==> config.mk <==
export PLATFORM = sky130hd
export DESIGN_NAME = sexpr_token_lexer
export DESIGN_NICKNAME = d
export VERILOG_FILES = /design/src/hdl/sxl_pkg.sv /design/src/hdl/sexpr_token_lexer.sv /design/src/hdl/sxl_core.sv
export SDC_FILE = /design/constraint.sdc
export NUM_CORES = 1
export LEC_CHECK = 0
export BUFFER_PORTS_ARGS = -buffer_cell sky130_fd_sc_hd__buf_2
export CAP_MARGIN = 20
export CORE_MARGIN = 4
export CORE_UTILIZATION = 50
export DETAILED_ROUTE_END_ITERATION = 10
export PLACE_DENSITY = 0.76
export RECOVER_POWER = 25
export SLEW_MARGIN = 15
export SYNTH_ARGS = -nofsm -noshare
export SYNTH_HDL_FRONTEND = slang
export SYNTH_SLANG_ARGS = --single-unit
==> constraint.sdc <==
create_clock -name clk -period 2.3 [get_ports clk]
set_clock_uncertainty 0.2 [all_clocks]
set_input_delay 0.23 -clock clk [delete_from_list [all_inputs] [get_ports clk]]
set_output_delay 0.23 -clock clk [all_outputs]
set_load 0.02 [all_outputs]
==> src/hdl/sxl_pkg.sv <==
// shared types, codes and character classes for the s-expression token lexer
`timescale 1ns / 1ps
`default_nettype none

package sxl_pkg;

    localparam int unsigned COUNT_BITS = 16;
    localparam logic [15:0] COUNT_LIMIT = (COUNT_BITS >= 16) ? 16'hFFFF :
        16'((32'd1 << COUNT_BITS) - 32'd1);

    localparam logic [2:0] MODE_IDLE    = 3'd0;
    localparam logic [2:0] MODE_STRING  = 3'd1;
    localparam logic [2:0] MODE_TAG     = 3'd2;
    localparam logic [2:0] MODE_NUM_IN  = 3'd3;
    localparam logic [2:0] MODE_NUM_SEP = 3'd4;
    localparam logic [2:0] MODE_REF     = 3'd5;

    localparam logic [2:0] KIND_STRING  = 3'd0;
    localparam logic [2:0] KIND_OPEN    = 3'd1;
    localparam logic [2:0] KIND_CLOSE   = 3'd2;
    localparam logic [2:0] KIND_TAG     = 3'd3;
    localparam logic [2:0] KIND_NUMBERS = 3'd4;
    localparam logic [2:0] KIND_REF     = 3'd5;
    localparam logic [2:0] KIND_EOS     = 3'd6;

    localparam logic [7:0] CH_NUL    = 8'd0;
    localparam logic [7:0] CH_QUOTE  = 8'd34;
    localparam logic [7:0] CH_OPEN   = 8'd40;
    localparam logic [7:0] CH_CLOSE  = 8'd41;
    localparam logic [7:0] CH_COLON  = 8'd58;
    localparam logic [7:0] CH_AMP    = 8'd38;
    localparam logic [7:0] CH_SPACE  = 8'd32;
    localparam logic [7:0] CH_DOT    = 8'd46;
    localparam logic [7:0] CH_MINUS  = 8'd45;
    localparam logic [7:0] CH_ZERO   = 8'd48;
    localparam logic [7:0] CH_NINE   = 8'd57;
    localparam logic [7:0] CH_LOW_E  = 8'd101;
    localparam logic [7:0] CH_UP_E   = 8'd69;

    typedef struct packed {
        logic [7:0]  text_char;
        logic        char_valid;
        logic        token_end;
        logic [2:0]  token_kind;
        logic [15:0] number_count;
        logic        bad_end;
    } res_t;

    typedef struct packed {
        logic [1:0]  count;
        res_t        res0;
        res_t        res1;
        logic [2:0]  mode_next;
        logic [15:0] total_next;
    } step_t;

    function automatic logic starts_number(input logic [7:0] c);
        starts_number = (c >= CH_ZERO && c <= CH_NINE) || c == CH_DOT || c == CH_MINUS;
    endfunction

    function automatic logic is_number_char(input logic [7:0] c);
        is_number_char = starts_number(c) || c == CH_LOW_E || c == CH_UP_E;
    endfunction

    function automatic logic is_letter(input logic [7:0] c);
        is_letter = (c >= 8'd97 && c <= 8'd122) || (c >= 8'd65 && c <= 8'd90);
    endfunction

    function automatic res_t mk_char(input logic [7:0] c);
        res_t r;
        r = '0;
        r.text_char = c;
        r.char_valid = 1'b1;
        mk_char = r;
    endfunction

    function automatic res_t mk_end(input logic [2:0] kind, input logic [15:0] cnt,
                                    input logic bad);
        res_t r;
        r = '0;
        r.token_end = 1'b1;
        r.token_kind = kind;
        r.number_count = cnt;
        r.bad_end = bad;
        mk_end = r;
    endfunction

    function automatic res_t mk_paren(input logic [7:0] c, input logic [2:0] kind);
        res_t r;
        r = '0;
        r.text_char = c;
        r.char_valid = 1'b1;
        r.token_end = 1'b1;
        r.token_kind = kind;
        mk_paren = r;
    endfunction

endpackage

`default_nettype wire

==> src/hdl/sexpr_token_lexer.sv <==
// top level of the s-expression token lexer: lexer state and two-entry result buffer
`timescale 1ns / 1ps
`default_nettype none

// One character is taken per beat and decoded combinationally against the lexer
// mode and the number-list count; its zero, one or two results land in a two-entry
// output buffer. While m_tready stays high, characters that give at most one result
// stream at one beat per clock. A character that gives two results
// (a space before a new number, a close after a reference or number list, an end of
// stream inside a token) holds the input while the buffer drains.
// The input is taken whenever the buffer is empty or its last entry leaves in the
// same cycle. Token text leaves as characters, and each token end carries its kind
// on m_tuser with m_tlast high; a number list end carries its count, saturating.

module sexpr_token_lexer
    import sxl_pkg::*;
(
    input  wire logic        clk,
    input  wire logic        rst_n,
    input  wire logic        s_tvalid,
    output logic             s_tready,
    input  wire logic [7:0]  s_tdata,   // ch[7:0]
    output logic             m_tvalid,
    input  wire logic        m_tready,
    output logic [31:0]      m_tdata,   // text_char[7:0], char_valid[8],
                                        // number_count[24:9], bad_end[25], zero[31:26]
    output logic             m_tlast,
    output logic [2:0]       m_tuser    // token_kind[2:0]
);

    logic [2:0]  mode_reg, mode_next;
    logic [15:0] total_reg, total_next;
    logic [1:0]  cnt_reg, cnt_next;
    res_t        slot0_reg, slot0_next;
    res_t        slot1_reg, slot1_next;
    step_t       step;
    logic        push, pop;

    sxl_core u_core (
        .ch    (s_tdata),
        .mode  (mode_reg),
        .total (total_reg),
        .step  (step)
    );

    assign m_tvalid = (cnt_reg != 2'd0);
    assign s_tready = (cnt_reg == 2'd0) || (cnt_reg == 2'd1 && m_tready);
    assign push = s_tvalid && s_tready;
    assign pop = m_tvalid && m_tready;

    always_comb
    begin
        mode_next = mode_reg;
        total_next = total_reg;
        cnt_next = cnt_reg;
        slot0_next = slot0_reg;
        slot1_next = slot1_reg;
        if (push)
        begin
            // buffer is empty once this beat's pop is done
            mode_next = step.mode_next;
            total_next = step.total_next;
            cnt_next = step.count;
            slot0_next = step.res0;
            slot1_next = step.res1;
        end
        else if (pop)
        begin
            cnt_next = cnt_reg - 2'd1;
            slot0_next = slot1_reg;
        end
    end

    always_ff @(posedge clk or negedge rst_n)
    begin
        if (!rst_n)
        begin
            mode_reg <= MODE_IDLE;
            total_reg <= 16'd0;
            cnt_reg <= 2'd0;
        end
        else
        begin
            mode_reg <= mode_next;
            total_reg <= total_next;
            cnt_reg <= cnt_next;
        end
    end

    always_ff @(posedge clk)
    begin
        slot0_reg <= slot0_next;
        slot1_reg <= slot1_next;
    end

    assign m_tdata = {6'd0, slot0_reg.bad_end, slot0_reg.number_count,
                      slot0_reg.char_valid, slot0_reg.text_char};
    assign m_tlast = slot0_reg.token_end;
    assign m_tuser = slot0_reg.token_kind;

    a_cnt_range: assert property (@(posedge clk) disable iff (!rst_n)
        cnt_reg != 2'd3)
        else $error("result buffer count out of range");

    a_push_room: assert property (@(posedge clk) disable iff (!rst_n)
        push |-> (cnt_reg == 2'd0 || (cnt_reg == 2'd1 && pop)))
        else $error("beat taken without buffer room");

    a_push_fill: assert property (@(posedge clk) disable iff (!rst_n)
        push |=> cnt_reg == $past(step.count))
        else $error("buffer fill does not match decoded result count");

endmodule

`default_nettype wire

==> src/hdl/sxl_core.sv <==
// next-state and result decode for one input character
`timescale 1ns / 1ps
`default_nettype none

module sxl_core
    import sxl_pkg::*;
(
    input  wire logic [7:0]  ch,
    input  wire logic [2:0]  mode,
    input  wire logic [15:0] total,
    output step_t            step
);

    logic [2:0] kind;
    logic [7:0] stop;

    always_comb
    begin
        kind = (mode == MODE_STRING) ? KIND_STRING : KIND_TAG;
        stop = (mode == MODE_STRING) ? CH_QUOTE : CH_COLON;
        step.count = 2'd0;
        step.res0 = '0;
        step.res1 = '0;
        step.mode_next = mode;
        step.total_next = total;
        case (mode)
            MODE_STRING, MODE_TAG:
            begin
                if (ch == CH_NUL)
                begin
                    step.count = 2'd2;
                    step.res0 = mk_end(kind, 16'd0, 1'b1);
                    step.res1 = mk_end(KIND_EOS, 16'd0, 1'b0);
                    step.mode_next = MODE_IDLE;
                end
                else if (ch == stop)
                begin
                    step.count = 2'd1;
                    step.res0 = mk_end(kind, 16'd0, 1'b0);
                    step.mode_next = MODE_IDLE;
                end
                else
                begin
                    step.count = 2'd1;
                    step.res0 = mk_char(ch);
                end
            end
            MODE_REF:
            begin
                if (ch == CH_NUL)
                begin
                    step.count = 2'd2;
                    step.res0 = mk_end(KIND_REF, 16'd0, 1'b1);
                    step.res1 = mk_end(KIND_EOS, 16'd0, 1'b0);
                    step.mode_next = MODE_IDLE;
                end
                else if (ch == CH_CLOSE)
                begin
                    step.count = 2'd2;
                    step.res0 = mk_end(KIND_REF, 16'd0, 1'b0);
                    step.res1 = mk_paren(CH_CLOSE, KIND_CLOSE);
                    step.mode_next = MODE_IDLE;
                end
                else
                begin
                    step.count = 2'd1;
                    step.res0 = mk_char(ch);
                end
            end
            MODE_NUM_IN, MODE_NUM_SEP:
            begin
                if (ch == CH_NUL)
                begin
                    step.count = 2'd2;
                    step.res0 = mk_end(KIND_NUMBERS, total, 1'b1);
                    step.res1 = mk_end(KIND_EOS, 16'd0, 1'b0);
                    step.mode_next = MODE_IDLE;
                end
                else if (ch == CH_CLOSE)
                begin
                    step.count = 2'd2;
                    step.res0 = mk_end(KIND_NUMBERS, total, 1'b0);
                    step.res1 = mk_paren(CH_CLOSE, KIND_CLOSE);
                    step.mode_next = MODE_IDLE;
                end
                else if (is_number_char(ch))
                begin
                    if (mode == MODE_NUM_SEP)
                    begin
                        step.count = 2'd2;
                        step.res0 = mk_char(CH_SPACE);
                        step.res1 = mk_char(ch);
                        if (total < COUNT_LIMIT)
                        begin
                            step.total_next = total + 16'd1;
                        end
                        step.mode_next = MODE_NUM_IN;
                    end
                    else
                    begin
                        step.count = 2'd1;
                        step.res0 = mk_char(ch);
                    end
                end
                else
                begin
                    step.mode_next = MODE_NUM_SEP;
                end
            end
            default:
            begin
                step.mode_next = MODE_IDLE;
                if (ch == CH_NUL)
                begin
                    step.count = 2'd1;
                    step.res0 = mk_end(KIND_EOS, 16'd0, 1'b0);
                end
                else if (ch == CH_QUOTE)
                begin
                    step.mode_next = MODE_STRING;
                end
                else if (ch == CH_OPEN)
                begin
                    step.count = 2'd1;
                    step.res0 = mk_paren(ch, KIND_OPEN);
                end
                else if (is_letter(ch))
                begin
                    step.count = 2'd1;
                    step.res0 = mk_char(ch);
                    step.mode_next = MODE_TAG;
                end
                else if (starts_number(ch))
                begin
                    step.count = 2'd1;
                    step.res0 = mk_char(ch);
                    step.total_next = (COUNT_LIMIT != 16'd0) ? 16'd1 : 16'd0;
                    step.mode_next = MODE_NUM_IN;
                end
                else if (ch == CH_CLOSE)
                begin
                    step.count = 2'd1;
                    step.res0 = mk_paren(ch, KIND_CLOSE);
                end
                else if (ch == CH_AMP)
                begin
                    step.mode_next = MODE_REF;
                end
            end
        endcase
    end

endmodule

`default_nettype wire

# After elaboration in Yosys (flattened, before gate mapping)
# Index checks and enable logic that the tools add are counted.
[word_totals]
register_bits = 81
inputBits = 12
word_cells = 117
[op_classes]
add_sub_neg = 2
order_cmp = 7
eq_ne = 25
mux = 44
n_bitwise = 2
n_reduce_logical = 22
[op_table]
columns = ["operator", "count"]
rows = [
  ["$mux 32", 8],
  ["$mux 65", 3],
  ["$mux 16", 7],
  ["$pmux 32 s3", 1],
  ["$mux 30", 3],
  ["$pmux 30 s3", 1],
  ["$mux 31", 2],
  ["$mux 62", 1],
  ["$mux 49", 1],
  ["$eq 8x6->1 const B", 6],
  ["$mux 19", 2],
  ["$pmux 16 s2", 1],
  ["$mux 3", 8],
  ["$mux 21", 1],
  ["$add 16x1->16 const B", 1],
  ["$eq 8x7->1 const B", 2],
  ["$ge 8x7->1 const B", 2],
  ["$le 8x7->1 const B", 2],
  ["$lt 16x16->1 const B", 1],
  ["$reduce_and 11->1", 1],
  ["$pmux 3 s3", 1],
  ["$eq 8x8->1", 1],
  ["$ge 8x6->1 const B", 1],
  ["$le 8x6->1 const B", 1],
  ["20 further kinds", 44],
]

# Longest topological paths before layout
[depth]
depth_word = 11
depth_mapped = 9

# Modules after synthesis
# From an unflattened synthesis, not the netlist that was laid out.
[hier_totals]
hier_cells = 417
hier_area_um2 = 4968.5
[modules_own_cells]
columns = ["module", "instances", "cells_per_inst", "area_each_um2"]
rows = [
  ["sexpr_token_lexer", 1, 159, 3343.2],
  ["sxl_core", 1, 258, 1625.3],
]

# Worst setup path before layout
# OpenSTA, ideal clock, no wires.
[synth_timing]
path_kind = "reg-to-reg"
from = "register cnt_reg[0]"
to = "register total_reg[10]"
setup_time_ns = 0.078
t_arrival_ns = 2.186
required_time_ns = 2.022
setup_slack_ns = -0.164
path_stages_with_launch = 10
n_path_buf = 1
period_less_slack_ns = 2.464
path_cell_list = "dfrtp_1 inv_1 ha_1 a21o_1 nand2_1 nor4_4 nand4_2 buf_6 or3_1 a21oi_1"
[synth_via]
elab_chain_cells = 5
elab_cells_between_ends = 6
[synth_lines]
columns = ["item", "line", "rtl"]
rows = [
  ["start: declaration", "sexpr_token_lexer.sv:33", "logic [1:0] cnt_reg, cnt_next;"],
  ["start signal: assignment", "sexpr_token_lexer.sv:86", "cnt_reg <= cnt_next;"],
  ["$eq 2x1->1", "sexpr_token_lexer.sv:47", "assign s_tready = (cnt_reg == 2'd0) || (cnt_reg == 2'd1 && m_tready);"],
  ["$logic_and 1x1->1", "sexpr_token_lexer.sv:47", ""],
  ["$logic_or 1x1->1 *", "sexpr_token_lexer.sv:47", ""],
  ["via s_tready", "sexpr_token_lexer.sv:21", "output logic s_tready,"],
  ["$logic_and 1x1->1 *", "sexpr_token_lexer.sv:48", "assign push = s_tvalid && s_tready;"],
  ["$reduce_and 11->1 (no line) *", "-", ""],
  ["end signal: assignment", "sexpr_token_lexer.sv:85", "total_reg <= total_next;"],
  ["end: declaration", "sexpr_token_lexer.sv:32", "logic [15:0] total_reg, total_next;"],
]
# Mark *: on every way through the listed nets, which the timed path passes. The rest lies on a longest branch.
# A chain may end at the register's enable or synchronous reset.

# Worst setup path after layout
[layout_timing]
from = "register cnt_reg[0]"
to = "register total_reg[13]"
[layout_via]
elab_chain_cells = 5
elab_cells_between_ends = 6
[layout_lines]
columns = ["item", "line"]
rows = [
  ["$eq 2x1->1", "sexpr_token_lexer.sv:47"],
  ["$logic_and 1x1->1", "sexpr_token_lexer.sv:47"],
  ["$logic_or 1x1->1 *", "sexpr_token_lexer.sv:47"],
  ["$logic_and 1x1->1 *", "sexpr_token_lexer.sv:48"],
  ["$reduce_and 11->1 (no line) *", "-"],
]
# Mark *: on every way between the ends. The rest lies on a longest branch, timed or not.

==> results.toml <==
[yosys]
yosys_register_bits = 62
synth-simple-area-share = 0.240
synth_area_mm2 = 0.00358
yosys-top-cells-area = "edfxtp_1 34%, dfrtp_1 15%, nand2_1 4.0%, and2_1 3.8%, o21ai_0 3.2%"
synth_fa_ha_area_frac = 0.0105
synth_seq_area_share = 0.491
synth.top_cell.area_share = 0.344
synth_edf_count = 41
synth_top_family_by_area = "simple AND/OR/NAND/NOR gates"
async_flop_share = 0.339
yosysTopAreaCell = "edfxtp_1"
synth.distinct_cells = 66
synth_xor_area_frac = 0.00490
avgSynthCellArea_um2 = 10.2
synthMuxAreaShare = 0.0290
synth-main-ff-cell = "edfxtp_1"
yosysWarnings = 0
synth_compound_area_frac = 0.170
synthCells = 350

[setup_path]
ff2ff_path_depth = 8
crit_path_end_kind = "flip-flop"
critPathLaunchType = "flip-flop"
worstPathArrival_ps = 2340
critical_path_peak_fanout = 4
crit_type = "flip-flop to flip-flop"
cp_data_required_time_ps = 2370

[detailed_routing]
postRouteAntennaNets = 0
wl_met2_mm = 4.37
route.top_layer_used = "met4"
wl_met3_um = 603
drt-initial-drc-count = 220
wl_per_cell_um = 16.5
vias = 3090
drc_errors = 0
via_per_inst = 5.59
routed_wl_mm = 9.11
first_pass_iters = 5
wl_met1_mm = 4.02

[global_routing]
grt.total_usage = 0.213
first_global_vias = 2840
grt-ovfl-total = 0
grt_pass1_wl_mm = 14.1
antenna_found_initial = 0
grt_max_degree = 22

[timing]
setup_viol = 0
period_needed_ps = 2270
timing.hold.ws_ps = 177
period_share = 0.986
maxSlewViolCount = 0
hold_violations = 0
max-slew-margin-rel = 0.182
rsz0062_at_grt = "true"
tightest_slew_ps = 1230
fmax_mhz = 441

[floorplanning]
io_pins = 50
fp.coreArea_mm2 = 0.00687
initial_core_util = 0.521
die_width_um = 92.6
core.rowCount = 30
fp.dieH_um = 92.6
dieArea_mm2 = 0.00857

[min_path]
hp-class = "input port to flip-flop"
whs_path_depth = 3

[pwr]
irDropWorstVdd_mv = 0.354
power_mw = 4.42
p_leak_nw = 1.86
power_density_mw_per_mm2 = 964

[flow_run]
maxCapViolCount = 0

[cts]
clk_latency_ps = 350
root_buffer = "clkbuf_8"
path_clk_slew_ps = 70
cts_num_sinks = 62
cts_tree = "done"
clockBufferDepth = 2
h-tree-depth = 3
cts-buffers-inserted = 9

[finish]
largest_reg_flops = 26
layout.nets = 467
diodes = 0
post_route_cells_drive_above_1_share = 0.335
area_delta_synth_final_pct = 28.3
instances_no_fill = 553

[place]
globalplace.congestion = 0.956
port_buffers = 43
hpwl_mm = 6.71
dp_cells = 528

[outcome]
status = "finished, final reports clean"
per-layer routing:
layer	global-route usage	vias to the layer above
li1	-	1486
met1	0.295	1464
met2	0.332	126
met3	0.0536	14
met4	0.0557	0
met5	0	-
worst max-delay path: stages, from the launching register on:
cell and delay, ps:
dfrtp_2 440, inv_2 70, ha_4 140, a21o_4 110
nand2_4 60, nor4_4 290, nand4_2 200, or4_4 560
a21oi_2 130
cells in the final DEF, fill, tap and decap left out, types with 4 or more instances in the layout:
cell      netlist  final
a21oi_1        20     17
a21oi_2         1      4
a31oi_1         9      9
and2_1         22     22
and2b_1         4      4
and3_1          8      8
buf_2           8     28
buf_4           8     61
clkbuf_1        4     16
clkbuf_8        0      9
conb_1          1      7
dfrtp_1        21     18
edfxtp_1       41     41
inv_1          10      8
mux2i_1         7      7
nand2_1        38     37
nand3_1         8      8
nand4_1         4      4
nor2_1         28     28
nor3_1          7      4
nor3_2          1      4
o21ai_0        23     22
o31ai_1         4      4
or3_1           6      5
synthesized netlist by cell type, types with 6 or more instances:
| cell | instances |
|---|---|
| a21oi_1 | 20 |
| a31oi_1 | 9 |
| and2_1 | 22 |
| and3_1 | 8 |
| buf_2 | 8 |
| buf_4 | 8 |
| dfrtp_1 | 21 |
| edfxtp_1 | 41 |
| inv_1 | 10 |
| mux2i_1 | 7 |
| nand2_1 | 38 |
| nand3_1 | 8 |
| nor2_1 | 28 |
| nor3_1 | 7 |
| o21ai_0 | 23 |
| or3_1 | 6 |
where the power goes:
part           switching (mW)  internal, mW  leakage [nW]  total [mW]
clock                   0.442         0.613         0.109        1.05
sequential              0.105          1.51         0.695        1.62
combinational            1.05         0.705          1.06        1.75
total                    1.59          2.83          1.86        4.42
path summary, 6_finish.rpt:
check                               from       endpoint  slack, ps
setup / recovery              cnt_reg[0]  total_reg[13]         30
max in group asynchronous          rst_n    mode_reg[2]        620
setup reg to reg              cnt_reg[0]  total_reg[13]         30
hold reg to reg            total_reg[15]  total_reg[15]        310
min in group asynchronous          rst_n   total_reg[8]        460
hold / removal                s_tdata[6]  slot1_reg[28]        180
timing repair:
action,4_1_cts,5_1_grt
pin swaps,1,13
buffers inserted,0,7
gates resized for setup,0,22
endpoints found under the setup margin,4,22
cloned,0,1
endpoints found under the hold margin,21,0
hold buffers,1,0
through the flow:
step / setup TNS (ps) / util / worst slack [ps] / area [µm²]
final: 0 / 0.668 / 32.7 / 4590
after global routing: -264 / 0.668 / -85.5 / 4590
after CTS: 0 / 0.650 / 38.1 / 4460
after detailed placement: -1800 / 0.616 / -115 / 4230
after global placement: -521 / 0.616 / -74.0 / 4230
after floorplan: 0 / - / 44.4 / 3610
cell type report:
| cell class | count | area (µm²) |
|---|---|---|
| Inverter | 11 | 41.3 |
| Clock inverter | 7 | 98.8 |
| Clock buffer | 9 | 124 |
| Tap cell | 96 | 120 |
| Fill cell | 553 | 2280 |
| Sequential cell | 62 | 1760 |
| Timing Repair Buffer | 108 | 699 |
| Multi-Input combinational cell | 260 | 1750 |
kinds of logic after synthesis:
logic type / count (synthesis)
fa+ha+maj: 3
compound gates: 89
flops: 62
simple gates: 149
other cells: 1
buf+inv: 34
xor+xnor: 2
mux: 10
Note: power is estimated with default switching activity, not from simulation.
